<file path="src/hdl/kts_pkg.sv">
// ============================================================================
// kts_pkg: shared types and constants for the keyed table block
// Opcodes, status codes, controller states and command/status structs.
// ============================================================================
package kts_pkg;

    localparam int CAPACITY_DEF   = 16;
    localparam int NAME_BYTES_DEF = 8;
    localparam int TYPE_BYTES_DEF = 8;

    localparam logic [2:0] OP_INSERT  = 3'd0;
    localparam logic [2:0] OP_REMOVE  = 3'd1;
    localparam logic [2:0] OP_DUMP    = 3'd2;
    localparam logic [2:0] OP_LSEARCH = 3'd3;
    localparam logic [2:0] OP_SORT    = 3'd4;
    localparam logic [2:0] OP_BSEARCH = 3'd5;

    localparam logic [2:0] ST_OK       = 3'd0;
    localparam logic [2:0] ST_FULL     = 3'd1;
    localparam logic [2:0] ST_EMPTY    = 3'd2;
    localparam logic [2:0] ST_NOTFOUND = 3'd3;
    localparam logic [2:0] ST_FEW      = 3'd4;

    typedef enum logic [3:0] {
        S_IDLE,     // wait for a command
        S_DECODE,   // command latched, pick a path
        S_RD,       // memory read issued at index
        S_LS_CHK,   // linear search / remove scan compare
        S_SHIFT_RD, // read entry j+1
        S_SHIFT_WR, // write it to j
        S_SO_RDB,   // sort: read j+1 after j
        S_SO_CMP,   // sort: compare pair, maybe swap
        S_SO_WR2,   // sort: second half of swap
        S_BS_CHK,   // binary search compare
        S_DUMP,     // present dumped entry
        S_RESP      // hold result until taken
    } t_state;

    // controller -> datapath
    typedef struct packed {
        logic       latch_in;   // capture input item
        logic       rd_a;       // read port a at addr_a
        logic       rd_b;       // read port b at addr_b
        logic       wr;         // write
        logic [1:0] wr_src;     // 0 input item, 1 port b data, 2 port a data
        logic       res_entry;  // result carries port a data
        logic       res_load;   // load result register
        logic [2:0] res_status;
        logic       res_last;
    } t_cmd;

    // datapath -> controller
    typedef struct packed {
        logic eq_a;   // key == entry at port a
        logic lt_a;   // key <  entry at port a
        logic gt_ab;  // entry a > entry b
    } t_sts;

    // clear bytes after the first NUL and beyond nbytes
    function automatic logic [63:0] norm_text(input logic [63:0] v, input int nbytes);
        logic [63:0] r;
        logic        dead;
        r    = v;
        dead = 1'b0;
        for (int k = 0; k < 8; k++) begin
            if (k >= nbytes || r[63-8*k -: 8] == 8'h00) dead = 1'b1;
            if (dead) r[63-8*k -: 8] = 8'h00;
        end
        return r;
    endfunction

endpackage

</file>
<file path="src/hdl/keyed_table_sort_search.sv">
// ============================================================================
// keyed_table_sort_search: table with insert, remove, dump, searches, sort
// Controller sequences a register-file datapath; one command at a time.
// ============================================================================
//  channel | dir | fields (tdata low bit up)
//  s_axis  | in  | opcode[2:0] key_name[66:3] type_text[130:67] quantity_in[162:131]
//  m_axis  | out | status[2:0] entry_index[6:3] entry_name[70:7]
//          |     | entry_type[134:71] entry_quantity[166:135]; tlast = last
//
//  One command is taken at a time; s_axis_tready is high only when idle.
//  Insert and errors answer from decode. Scan/remove compare one entry at a
//  time, then shift each later entry down one slot. Sort compares n(n-1)/2
//  pairs. Binary search probes the midpoint. Dump gives one entry per result.
//  Results sit in an output register until m_axis_tready; reset clears count
//  and state but not the table, whose contents are undefined until written.
module keyed_table_sort_search #(
    parameter int CAPACITY   = kts_pkg::CAPACITY_DEF,
    parameter int NAME_BYTES = kts_pkg::NAME_BYTES_DEF,
    parameter int TYPE_BYTES = kts_pkg::TYPE_BYTES_DEF
) (
    input  logic         i_clk,
    input  logic         i_rst_n,
    input  logic         s_axis_tvalid,
    output logic         s_axis_tready,
    input  logic [167:0] s_axis_tdata,  // opcode, key_name, type_text, quantity_in
    output logic         m_axis_tvalid,
    input  logic         m_axis_tready,
    output logic [167:0] m_axis_tdata,  // status, entry_index, entry_name, type, qty
    output logic         m_axis_tlast
);
    import kts_pkg::*;

    localparam int AW = (CAPACITY > 1) ? $clog2(CAPACITY) : 1;
    localparam int CW = $clog2(CAPACITY + 1);

    t_cmd w_cmd;
    t_sts w_sts;
    logic [AW-1:0] w_aa, w_ab, w_aw, w_ri;
    logic [CW-1:0] w_cnt;
    logic [2:0] w_op, w_status;
    logic [3:0] w_index;
    logic [63:0] w_name, w_type;
    logic [31:0] w_qty;

    kts_ctrl #(.CAPACITY(CAPACITY), .AW(AW), .CW(CW)) u_ctrl (
        .i_clk, .i_rst_n,
        .i_in_valid(s_axis_tvalid), .o_in_ready(s_axis_tready),
        .o_out_valid(m_axis_tvalid), .i_out_ready(m_axis_tready),
        .i_op(w_op), .i_sts(w_sts), .o_cmd(w_cmd),
        .o_addr_a(w_aa), .o_addr_b(w_ab), .o_addr_w(w_aw), .o_res_idx(w_ri),
        .o_count(w_cnt)
    );

    kts_datapath #(.CAPACITY(CAPACITY), .NAME_BYTES(NAME_BYTES),
                   .TYPE_BYTES(TYPE_BYTES), .AW(AW)) u_dp (
        .i_clk, .i_cmd(w_cmd),
        .i_addr_a(w_aa), .i_addr_b(w_ab), .i_addr_w(w_aw), .i_res_idx(w_ri),
        .i_key(s_axis_tdata[66:3]), .i_type(s_axis_tdata[130:67]),
        .i_qty(s_axis_tdata[162:131]),
        .o_op(w_op), .o_sts(w_sts), .o_status(w_status), .o_index(w_index),
        .o_name(w_name), .o_type(w_type), .o_qty(w_qty), .o_last(m_axis_tlast),
        .i_op(s_axis_tdata[2:0])
    );

    assign m_axis_tdata = {1'b0, w_qty, w_type, w_name, w_index, w_status};

`ifndef NO_ASSERTIONS
    a_cnt_range: assert property (@(posedge i_clk) disable iff (!i_rst_n)
        w_cnt <= CW'(CAPACITY)) else $error("count beyond capacity");
    a_excl: assert property (@(posedge i_clk) disable iff (!i_rst_n)
        !(s_axis_tready && m_axis_tvalid)) else $error("ready while result pending");
    a_hold: assert property (@(posedge i_clk) disable iff (!i_rst_n)
        m_axis_tvalid && !m_axis_tready |=> m_axis_tvalid)
        else $error("result dropped");
`endif

endmodule

</file>
<file path="src/hdl/kts_datapath.sv">
// ============================================================================
// kts_datapath: entry memories, key compare and result register
// Three parallel stores sharing two read ports and one write port.
// ============================================================================
module kts_datapath #(
    parameter int CAPACITY   = kts_pkg::CAPACITY_DEF,
    parameter int NAME_BYTES = kts_pkg::NAME_BYTES_DEF,
    parameter int TYPE_BYTES = kts_pkg::TYPE_BYTES_DEF,
    parameter int AW         = (CAPACITY > 1) ? $clog2(CAPACITY) : 1
) (
    input  logic          i_clk,
    input  kts_pkg::t_cmd i_cmd,
    input  logic [AW-1:0] i_addr_a,
    input  logic [AW-1:0] i_addr_b,
    input  logic [AW-1:0] i_addr_w,
    input  logic [AW-1:0] i_res_idx,
    input  logic [63:0]   i_key,
    input  logic [63:0]   i_type,
    input  logic [31:0]   i_qty,
    output logic [2:0]    o_op,
    output kts_pkg::t_sts o_sts,
    output logic [2:0]    o_status,
    output logic [3:0]    o_index,
    output logic [63:0]   o_name,
    output logic [63:0]   o_type,
    output logic [31:0]   o_qty,
    output logic          o_last,
    input  logic [2:0]    i_op
);
    import kts_pkg::*;

    logic [63:0] r_name_mem [CAPACITY];
    logic [63:0] r_type_mem [CAPACITY];
    logic [31:0] r_qty_mem  [CAPACITY];

    logic [63:0] r_key, r_ty;
    logic [31:0] r_q;
    logic [2:0]  r_op;
    logic [63:0] r_an, r_at, r_bn, r_bt;
    logic [31:0] r_aq, r_bq;
    logic [2:0]  r_status;
    logic [3:0]  r_index;
    logic [63:0] r_rn, r_rt;
    logic [31:0] r_rq;
    logic        r_last;

    logic [63:0] w_n, w_t;
    logic [31:0] w_q;

    always_ff @(posedge i_clk) begin
        if (i_cmd.latch_in) begin
            r_op  <= i_op;
            r_key <= norm_text(i_key, NAME_BYTES);
            r_ty  <= norm_text(i_type, TYPE_BYTES);
            r_q   <= i_qty;
        end
        if (i_cmd.rd_a) begin
            r_an <= r_name_mem[i_addr_a];
            r_at <= r_type_mem[i_addr_a];
            r_aq <= r_qty_mem[i_addr_a];
        end
        if (i_cmd.rd_b) begin
            r_bn <= r_name_mem[i_addr_b];
            r_bt <= r_type_mem[i_addr_b];
            r_bq <= r_qty_mem[i_addr_b];
        end
        if (i_cmd.wr) begin
            r_name_mem[i_addr_w] <= w_n;
            r_type_mem[i_addr_w] <= w_t;
            r_qty_mem[i_addr_w]  <= w_q;
        end
        if (i_cmd.res_load) begin
            r_status <= i_cmd.res_status;
            r_last   <= i_cmd.res_last;
            r_index  <= i_cmd.res_entry ? 4'(i_res_idx) : 4'd0;
            r_rn     <= i_cmd.res_entry ? r_an : 64'd0;
            r_rt     <= i_cmd.res_entry ? r_at : 64'd0;
            r_rq     <= i_cmd.res_entry ? r_aq : 32'd0;
        end
    end

    always_comb begin
        case (i_cmd.wr_src)
            2'd1: begin w_n = r_bn; w_t = r_bt; w_q = r_bq; end
            2'd2: begin w_n = r_an; w_t = r_at; w_q = r_aq; end
            default: begin w_n = r_key; w_t = r_ty; w_q = r_q; end
        endcase
    end

    assign o_sts.eq_a  = (r_key == r_an);
    assign o_sts.lt_a  = (r_key < r_an);
    assign o_sts.gt_ab = (r_an > r_bn);
    assign o_op     = r_op;
    assign o_status = r_status;
    assign o_index  = r_index;
    assign o_name   = r_rn;
    assign o_type   = r_rt;
    assign o_qty    = r_rq;
    assign o_last   = r_last;

endmodule

</file>
<file path="src/hdl/kts_ctrl.sv">
// ============================================================================
// kts_ctrl: command sequencer
// Walks table indices for scan, shift, bubble sort and binary search.
// ============================================================================
module kts_ctrl #(
    parameter int CAPACITY = kts_pkg::CAPACITY_DEF,
    parameter int AW       = (CAPACITY > 1) ? $clog2(CAPACITY) : 1,
    parameter int CW       = $clog2(CAPACITY + 1)
) (
    input  logic          i_clk,
    input  logic          i_rst_n,
    input  logic          i_in_valid,
    output logic          o_in_ready,
    output logic          o_out_valid,
    input  logic          i_out_ready,
    input  logic [2:0]    i_op,
    input  kts_pkg::t_sts i_sts,
    output kts_pkg::t_cmd o_cmd,
    output logic [AW-1:0] o_addr_a,
    output logic [AW-1:0] o_addr_b,
    output logic [AW-1:0] o_addr_w,
    output logic [AW-1:0] o_res_idx,
    output logic [CW-1:0] o_count
);
    import kts_pkg::*;

    t_state r_state, n_state;
    logic [CW-1:0] r_cnt, n_cnt;   // entry count
    logic [CW-1:0] r_i, n_i;       // scan / pass index
    logic [CW-1:0] r_j, n_j;       // inner index
    logic [CW:0]   r_lo, n_lo, r_hi, n_hi; // signed-free: hi kept +1
    logic          r_more, n_more; // dump continues after result taken

    localparam logic [CW-1:0] CAP = CW'(CAPACITY);
    logic [CW:0] w_mid;

    always_ff @(posedge i_clk) begin
        if (!i_rst_n) begin
            r_state <= S_IDLE;
            r_cnt   <= '0;
            r_more  <= 1'b0;
        end else begin
            r_state <= n_state;
            r_cnt   <= n_cnt;
            r_more  <= n_more;
        end
        r_i  <= n_i;
        r_j  <= n_j;
        r_lo <= n_lo;
        r_hi <= n_hi;
    end

    // hi is stored as hi+1, so the live range is lo < hi
    assign w_mid = (r_lo + r_hi - 1'b1) >> 1;

    always_comb begin
        n_state = r_state;
        n_cnt   = r_cnt;
        n_i     = r_i;
        n_j     = r_j;
        n_lo    = r_lo;
        n_hi    = r_hi;
        n_more  = r_more;
        o_cmd   = '0;
        o_addr_a  = AW'(r_i);
        o_addr_b  = AW'(r_j);
        o_addr_w  = AW'(r_j);
        o_res_idx = AW'(r_i);
        o_in_ready  = (r_state == S_IDLE);
        o_out_valid = (r_state == S_RESP);

        case (r_state)
            S_IDLE: begin
                if (i_in_valid) begin
                    o_cmd.latch_in = 1'b1;
                    n_state = S_DECODE;
                end
            end
            S_DECODE: begin
                n_i = '0;
                n_j = '0;
                o_cmd.res_load = 1'b1;
                o_cmd.res_last = 1'b1;
                o_cmd.res_status = ST_OK;
                n_state = S_RESP;
                n_more  = 1'b0;
                case (i_op)
                    OP_INSERT: begin
                        if (r_cnt >= CAP) o_cmd.res_status = ST_FULL;
                        else begin
                            o_cmd.wr = 1'b1;
                            o_addr_w = AW'(r_cnt);
                            n_cnt = r_cnt + 1'b1;
                        end
                    end
                    OP_SORT: begin
                        if (r_cnt < CW'(2)) o_cmd.res_status = ST_FEW;
                        else begin
                            o_cmd.res_load = 1'b0;
                            o_addr_a = '0; o_addr_b = AW'(1);
                            o_cmd.rd_a = 1'b1;
                            n_state = S_SO_RDB;
                        end
                    end
                    OP_REMOVE, OP_DUMP, OP_LSEARCH, OP_BSEARCH: begin
                        if (r_cnt == '0) o_cmd.res_status = ST_EMPTY;
                        else begin
                            o_cmd.res_load = 1'b0;
                            n_lo = '0;
                            n_hi = {1'b0, r_cnt};
                            n_state = S_RD;
                        end
                    end
                    default: begin
                        o_cmd.res_load = 1'b0;
                        n_state = S_IDLE;
                    end
                endcase
            end
            S_RD: begin
                o_cmd.rd_a = 1'b1;
                if (i_op == OP_BSEARCH) begin
                    o_addr_a = AW'(w_mid);
                    n_i = CW'(w_mid);
                    n_state = S_BS_CHK;
                end else if (i_op == OP_DUMP) n_state = S_DUMP;
                else n_state = S_LS_CHK;
            end
            S_DUMP: begin
                o_cmd.res_load  = 1'b1;
                o_cmd.res_entry = 1'b1;
                o_cmd.res_last  = (r_i + 1'b1 == r_cnt);
                n_more  = (r_i + 1'b1 != r_cnt);
                n_state = S_RESP;
            end
            S_LS_CHK: begin
                if (i_sts.eq_a) begin
                    if (i_op == OP_LSEARCH) begin
                        o_cmd.res_load = 1'b1; o_cmd.res_entry = 1'b1;
                        o_cmd.res_last = 1'b1; n_state = S_RESP;
                    end else begin
                        n_j = r_i;
                        n_state = S_SHIFT_RD;
                    end
                end else if (r_i + 1'b1 == r_cnt) begin
                    o_cmd.res_load = 1'b1; o_cmd.res_last = 1'b1;
                    o_cmd.res_status = ST_NOTFOUND; n_state = S_RESP;
                end else begin
                    n_i = r_i + 1'b1;
                    n_state = S_RD;
                end
            end
            S_SHIFT_RD: begin
                if (r_j + 1'b1 >= r_cnt) begin
                    n_cnt = r_cnt - 1'b1;
                    o_cmd.res_load = 1'b1; o_cmd.res_last = 1'b1;
                    n_state = S_RESP;
                end else begin
                    o_cmd.rd_b = 1'b1;
                    o_addr_b = AW'(r_j + 1'b1);
                    n_state = S_SHIFT_WR;
                end
            end
            S_SHIFT_WR: begin
                o_cmd.wr = 1'b1; o_cmd.wr_src = 2'd1;
                n_j = r_j + 1'b1;
                n_state = S_SHIFT_RD;
            end
            S_SO_RDB: begin
                o_cmd.rd_b = 1'b1;
                o_addr_b = AW'(r_j + 1'b1);
                n_state = S_SO_CMP;
            end
            S_SO_CMP: begin
                // a holds [j], b holds [j+1]
                if (i_sts.gt_ab) begin
                    o_cmd.wr = 1'b1; o_cmd.wr_src = 2'd1;
                    n_state = S_SO_WR2;
                end else n_state = S_SO_WR2;
            end
            S_SO_WR2: begin
                // after a swap the larger (a) goes to j+1; otherwise nothing is written
                if (i_sts.gt_ab) begin
                    o_cmd.wr = 1'b1; o_cmd.wr_src = 2'd2;
                    o_addr_w = AW'(r_j + 1'b1);
                end
                if (r_j + CW'(2) + r_i < r_cnt) begin
                    n_j = r_j + 1'b1;
                    // after a swap port a already holds the new [j+1]
                    o_cmd.rd_a = !i_sts.gt_ab;
                    o_addr_a = AW'(r_j + 1'b1);
                    n_state = S_SO_RDB;
                end else if (r_i + CW'(2) < r_cnt) begin
                    n_i = r_i + 1'b1; n_j = '0;
                    o_cmd.rd_a = 1'b1; o_addr_a = '0;
                    n_state = S_SO_RDB;
                end else begin
                    o_cmd.res_load = 1'b1; o_cmd.res_last = 1'b1;
                    n_state = S_RESP;
                end
            end
            S_BS_CHK: begin
                if (i_sts.eq_a) begin
                    o_cmd.res_load = 1'b1; o_cmd.res_entry = 1'b1;
                    o_cmd.res_last = 1'b1; n_state = S_RESP;
                end else begin
                    if (i_sts.lt_a) n_hi = {1'b0, r_i};
                    else n_lo = {1'b0, r_i} + 1'b1;
                    if ((i_sts.lt_a ? r_lo : ({1'b0, r_i} + 1'b1))
                        >= (i_sts.lt_a ? {1'b0, r_i} : r_hi)) begin
                        o_cmd.res_load = 1'b1; o_cmd.res_last = 1'b1;
                        o_cmd.res_status = ST_NOTFOUND; n_state = S_RESP;
                    end else n_state = S_RD;
                end
            end
            S_RESP: begin
                if (i_out_ready) begin
                    if (r_more) begin
                        n_i = r_i + 1'b1;
                        n_state = S_RD;
                    end else n_state = S_IDLE;
                end
            end
            default: n_state = S_IDLE;
        endcase
    end

    assign o_count = r_cnt;

endmodule
</file>
<file path="config.mk">
export PLATFORM = sky130hd
export DESIGN_NAME = keyed_table_sort_search
export DESIGN_NICKNAME = d
export VERILOG_FILES = /design/src/hdl/kts_pkg.sv /design/src/hdl/keyed_table_sort_search.sv /design/src/hdl/kts_datapath.sv /design/src/hdl/kts_ctrl.sv
export SDC_FILE = /design/constraint.sdc
export NUM_CORES = 2
export LEC_CHECK = 0
export ABC_AREA = 0
export BUFFER_PORTS_ARGS = -buffer_cell sky130_fd_sc_hd__buf_4
export CORE_MARGIN = 5
export CORE_UTILIZATION = 65
export CTS_CLUSTER_SIZE = 8
export DETAILED_ROUTE_END_ITERATION = 8
export PLACE_DENSITY = 0.85
export SETUP_SLACK_MARGIN = 0.02
export SYNTH_ARGS = -nofsm -noshare
export SYNTH_HDL_FRONTEND = slang
export SYNTH_SLANG_ARGS = --single-unit
</file>
<file path="constraint.sdc">
create_clock -name i_clk -period 26 [get_ports i_clk]
set_input_delay 5.2 -clock i_clk [delete_from_list [all_inputs] [get_ports i_clk]]
set_output_delay 5.2 -clock i_clk [all_outputs]
set_load 0.1 [all_outputs]
</file>
==> insert_results.sql <==
INSERT INTO impl_metrics (metric_group, metric, value, unit) VALUES
('status', 'status', 'complete, but fails checks', ''),
('status', 'violations', 'design-rule violations, max-capacitance violations', ''),
('routing', 'detailroute.via_count', '94062', ''),
('finish', 'final.fill_count', '11421', ''),
('grt', 'number_of_global_route_vias_before_repair', '96852', ''),
('power', 'total_switching_power', '9.03', 'mW'),
('routing', 'firstDrtPassIters', '9', ''),
('synthesis', 'synthCells', '7877', ''),
('sta', 'hold_viol', '0', ''),
('cts', 'clk_latency', '1.04', 'ns'),
('floorplanning', 'io_pins', '343', ''),
('grt', 'track_usage', '39.1', '%'),
('routing', 'detail_route.vias_per_cell', '8.28', ''),
('synthesis', 'synth-edff-count', '3233', ''),
('setup_path', 'r2r.worst_path.cells', '16', ''),
('synthesis', 'ys_top_cells_by_area', 'sky130_fd_sc_hd__edfxtp_1, sky130_fd_sc_hd__mux4_2, sky130_fd_sc_hd__a22oi_1', ''),
('cts', 'cts_tree', 'done', ''),
('setup_path', 'cp_cell_sequence', 'ha_1 > xor2_1 > ha_1 > nand2_1 > o21ai_1 > a221oi_4 > buf_4 > buf_4 > nor3_1 > a21oi_4 > buf_4 > buf_4 > buf_4 > mux4_2 > a22oi_1 > nand2_1', ''),
('sta', 'clock_skew', '0.131', 'ns'),
('sta', 'relSlewSlack', '2.15', '%'),
('cts', 'cts-root-to-sink-buffers', '4', ''),
('setup_path', 'cpMostUsedCell', 'sky130_fd_sc_hd__buf_4', ''),
('setup_path', 'max_stage_delay', '1.10', 'ns'),
('routing', 'first_iter_violations', '18506', ''),
('synthesis', 'avgSynthCellArea', '18.5', 'µm²'),
('cts', 'clock_tree.root_cell', 'sky130_fd_sc_hd__clkbuf_16', ''),
('setup_path', 'worstReg2RegEnd', 'u_dp.r_bn[53]', ''),
('synthesis', 'synth-warning-count', '0', ''),
('synthesis', 'synthTopCellsByCount', 'sky130_fd_sc_hd__edfxtp_1, sky130_fd_sc_hd__mux4_2, sky130_fd_sc_hd__a22oi_1', ''),
('setup_path', 'worst_setup_path_end_kind', 'flop', ''),
('sta', 'max_freq', '110', 'MHz'),
('sta', 'hold_ws', '0.558', 'ns'),
('power', 'leakagePower', '53.9', 'nW'),
('power', 'cell_internal_power', '13.9', 'mW'),
('setup_path', 'cp.depth', '16', ''),
('flow_run', 'maxCapViolations', '1', ''),
('power', 'power.share.switching', '39.4', '%'),
('setup_path', 'ff2ff_setup_slack', '16.92', 'ns'),
('floorplanning', 'dieArea', '0.233', 'mm²'),
('grt', 'grt_antenna_before_repair', '19', ''),
('synthesis', 'yosys_register_bits', '3243', ''),
('floorplanning', 'floorplan.die.width', '483', 'µm'),
('min_path', 'timing.hold.worst.start', 'u_dp.r_aq[23]', ''),
('cts', 'cts.sink_count', '3243', ''),
('synthesis', 'synth-async-reset-ratio', '0', '%'),
('grt', 'grt_start_max_net_pins', '155', ''),
('setup_path', 'timing.critical_path.fanout_max', '66', ''),
('cts', 'h-tree-depth', '5', ''),
('sta', 'fin_setup_tns', '0', 'ns'),
('finish', 'area_overhead_of_the_layout_relative_to_synthesis', '12.5', '%'),
('cts', 'postCtsHoldBufs', '0', ''),
('finish', 'final_cell_area', '0.164', 'mm²'),
('placed_design', 'port_buffers', '336', ''),
('routing', 'detail_route.wl_per_cell', '40.8', 'µm'),
('grt', 'grt_first_pass_wirelength', '664000', 'µm'),
('routing', 'drt_drc_violations_left', '2', ''),
('placed_design', 'placedInstanceArea', '0.152', 'mm²'),
('power', 'combPwrFrac', '44.4', '%'),
('power', 'pwr-share-seq', '32.9', '%'),
('sta', 'layout_worst_path_cycle_share', '34.9', '%'),
('floorplanning', 'core.rowCount', '173', ''),
('sta', 'worst-slew-pin-transition', '1.46', 'ns'),
('synthesis', 'synth_largest_type_area_fraction', '66.7', '%'),
('setup_path', 'critPathTopFamily', 'buffers and inverters', ''),
('cts', 'worst_setup_hold_path_clk_slew', '0.05', 'ns'),
('power', 'pwr_density_cell', '140', 'mW/mm²'),
('setup_path', 'startpoint_type', 'flop', ''),
('setup_path', 'timing.critical_path.to', 'u_dp.r_bn[53]', ''),
('routing', 'drtAntennaViolNets', '0', ''),
('grt', 'globalRoute.totalOverflow', '0', ''),
('synthesis', 'synth_largest_area_cell', 'sky130_fd_sc_hd__edfxtp_1', '');
## power groups by stage
stage | Combinational, mW | Clock (mW) | Sequential [mW]
floorplan | 6.08 | 0 | 8.55
global placement | 9.35 | 0 | 7.54
detailed placement | 9.63 | 0 | 7.57
CTS | 9.97 | 5.18 | 7.51
global route | 10.6 | 5.43 | 7.55
finish | 10.2 | 5.19 | 7.55
## final cells by class
type,count,area (µm²),area share [%]
Sequential cell,3243,97300,59.4
Multi-Input combinational cell,3900,45500,27.8
Clock buffer,466,11500,7.05
Timing Repair Buffer,592,4790,2.93
Tap cell,2975,3720,2.27
Inverter,172,646,0.394
Clock inverter,13,198,0.121
Antenna cell,3,7.51,0.00459
## through the flow
| stage | utilization (%) | instances | total power [mW] | worst slack, ns |
|---|---|---|---|---|
| floorplan | - | 7877 | 14.6 | 14.80 |
| global placement | 68.3 | 10882 | 16.9 | 16.59 |
| detailed placement | 68.3 | 10882 | 17.2 | 16.43 |
| CTS | 73.6 | 11361 | 22.7 | 17.27 |
| global route | 73.6 | 11362 | 23.6 | 16.78 |
| finish | 73.6 | 11364 | 22.9 | 16.92 |
## how the worst min path moves through the flow
stage / to / slack [ns] / cells after the start
CTS: u_dp.o_qty[23] / 0.56 / 1
global route: u_dp.o_type[13] / 0.57 / 1
detailed placement: u_dp.o_qty[23] / 0.55 / 1
finish: u_dp.o_qty[23] / 0.56 / 1
global placement: u_dp.o_type[23] / 0.54 / 1
floorplan: u_dp.o_qty[0] / 0.53 / 1
## sequential cells by signal, summed over array words and instances, names as in the netlist, 32 cells and up
name / count
u_dp.r_at: 64
u_dp.r_an: 64
u_dp.r_bq: 32
u_dp.r_type_mem: 1024
u_dp.r_qty_mem: 512
u_dp.r_q: 32
u_dp.o_qty: 32
u_dp.r_name_mem: 1024
u_dp.r_ty: 64
u_dp.r_aq: 32
u_dp.r_key: 64
u_dp.r_bn: 64
u_dp.r_bt: 64
u_dp.o_type: 64
u_dp.o_name: 64
## worst reg2reg max path: stages, from the launching register on
cell                       delay [ns]
sky130_fd_sc_hd__edfxtp_1        0.69
sky130_fd_sc_hd__ha_1            0.44
sky130_fd_sc_hd__xor2_1          0.43
sky130_fd_sc_hd__ha_1            0.32
sky130_fd_sc_hd__nand2_1         0.07
sky130_fd_sc_hd__o21ai_1         0.10
sky130_fd_sc_hd__a221oi_4        0.23
sky130_fd_sc_hd__buf_4           0.59
sky130_fd_sc_hd__buf_4           1.15
sky130_fd_sc_hd__nor3_1          0.24
sky130_fd_sc_hd__a21oi_4         0.60
sky130_fd_sc_hd__buf_4           0.96
sky130_fd_sc_hd__buf_4           1.12
sky130_fd_sc_hd__buf_4           0.94
sky130_fd_sc_hd__mux4_2          0.48
sky130_fd_sc_hd__a22oi_1         0.29
sky130_fd_sc_hd__nand2_1         0.14
## metal layers
metal | GRT usage [%] | share of wire, % | vias to the layer above
met4 | 25.7 | 8.4 | 18
met3 | 13.2 | 17 | 2785
met2 | 59.2 | 46 | 11502
met5 | 0.388 | 0.042 | -
met1 | 48.8 | 29 | 45975
li1 | - | - | 33782
## cells by family after synthesis
family / count (synthesis) / share of synthesized area [%]
flops: 3243 / 66.9
compound gates: 1305 / 6.22
mux: 1262 / 19.4
simple gates: 1132 / 3.72
buf+inv: 734 / 2.10
fa+ha+maj: 174 / 1.51
xor+xnor: 26 / 0.156
other cells: 1 / 0.00258
## cell usage in the layout (no fill, tap or decap), types with 19 or more instances in the layout
| cell type | synthesis | routed |
|---|---|---|
| sky130_fd_sc_hd__edfxtp_1 | 3233 | 3233 |
| sky130_fd_sc_hd__mux4_2 | 1250 | 1250 |
| sky130_fd_sc_hd__a22oi_1 | 793 | 793 |
| sky130_fd_sc_hd__nand2_1 | 616 | 616 |
| sky130_fd_sc_hd__buf_4 | 36 | 564 |
| sky130_fd_sc_hd__clkbuf_16 | 0 | 460 |
| sky130_fd_sc_hd__and2_1 | 279 | 274 |
| sky130_fd_sc_hd__inv_1 | 170 | 170 |
| sky130_fd_sc_hd__ha_1 | 171 | 169 |
| sky130_fd_sc_hd__o21ai_0 | 199 | 152 |
| sky130_fd_sc_hd__a21oi_1 | 131 | 129 |
| sky130_fd_sc_hd__o21ai_1 | 6 | 53 |
| sky130_fd_sc_hd__nor2_1 | 53 | 41 |
| sky130_fd_sc_hd__nand4_1 | 35 | 35 |
| sky130_fd_sc_hd__nor4_1 | 34 | 33 |
| sky130_fd_sc_hd__buf_12 | 0 | 28 |
| sky130_fd_sc_hd__nand3_1 | 26 | 26 |
| sky130_fd_sc_hd__a21o_1 | 24 | 24 |
| sky130_fd_sc_hd__nor2b_1 | 26 | 23 |
| sky130_fd_sc_hd__a32oi_1 | 20 | 20 |
| sky130_fd_sc_hd__a211oi_1 | 19 | 19 |
| sky130_fd_sc_hd__xnor2_1 | 19 | 19 |
Note: power is estimated with default switching activity, not from simulation.
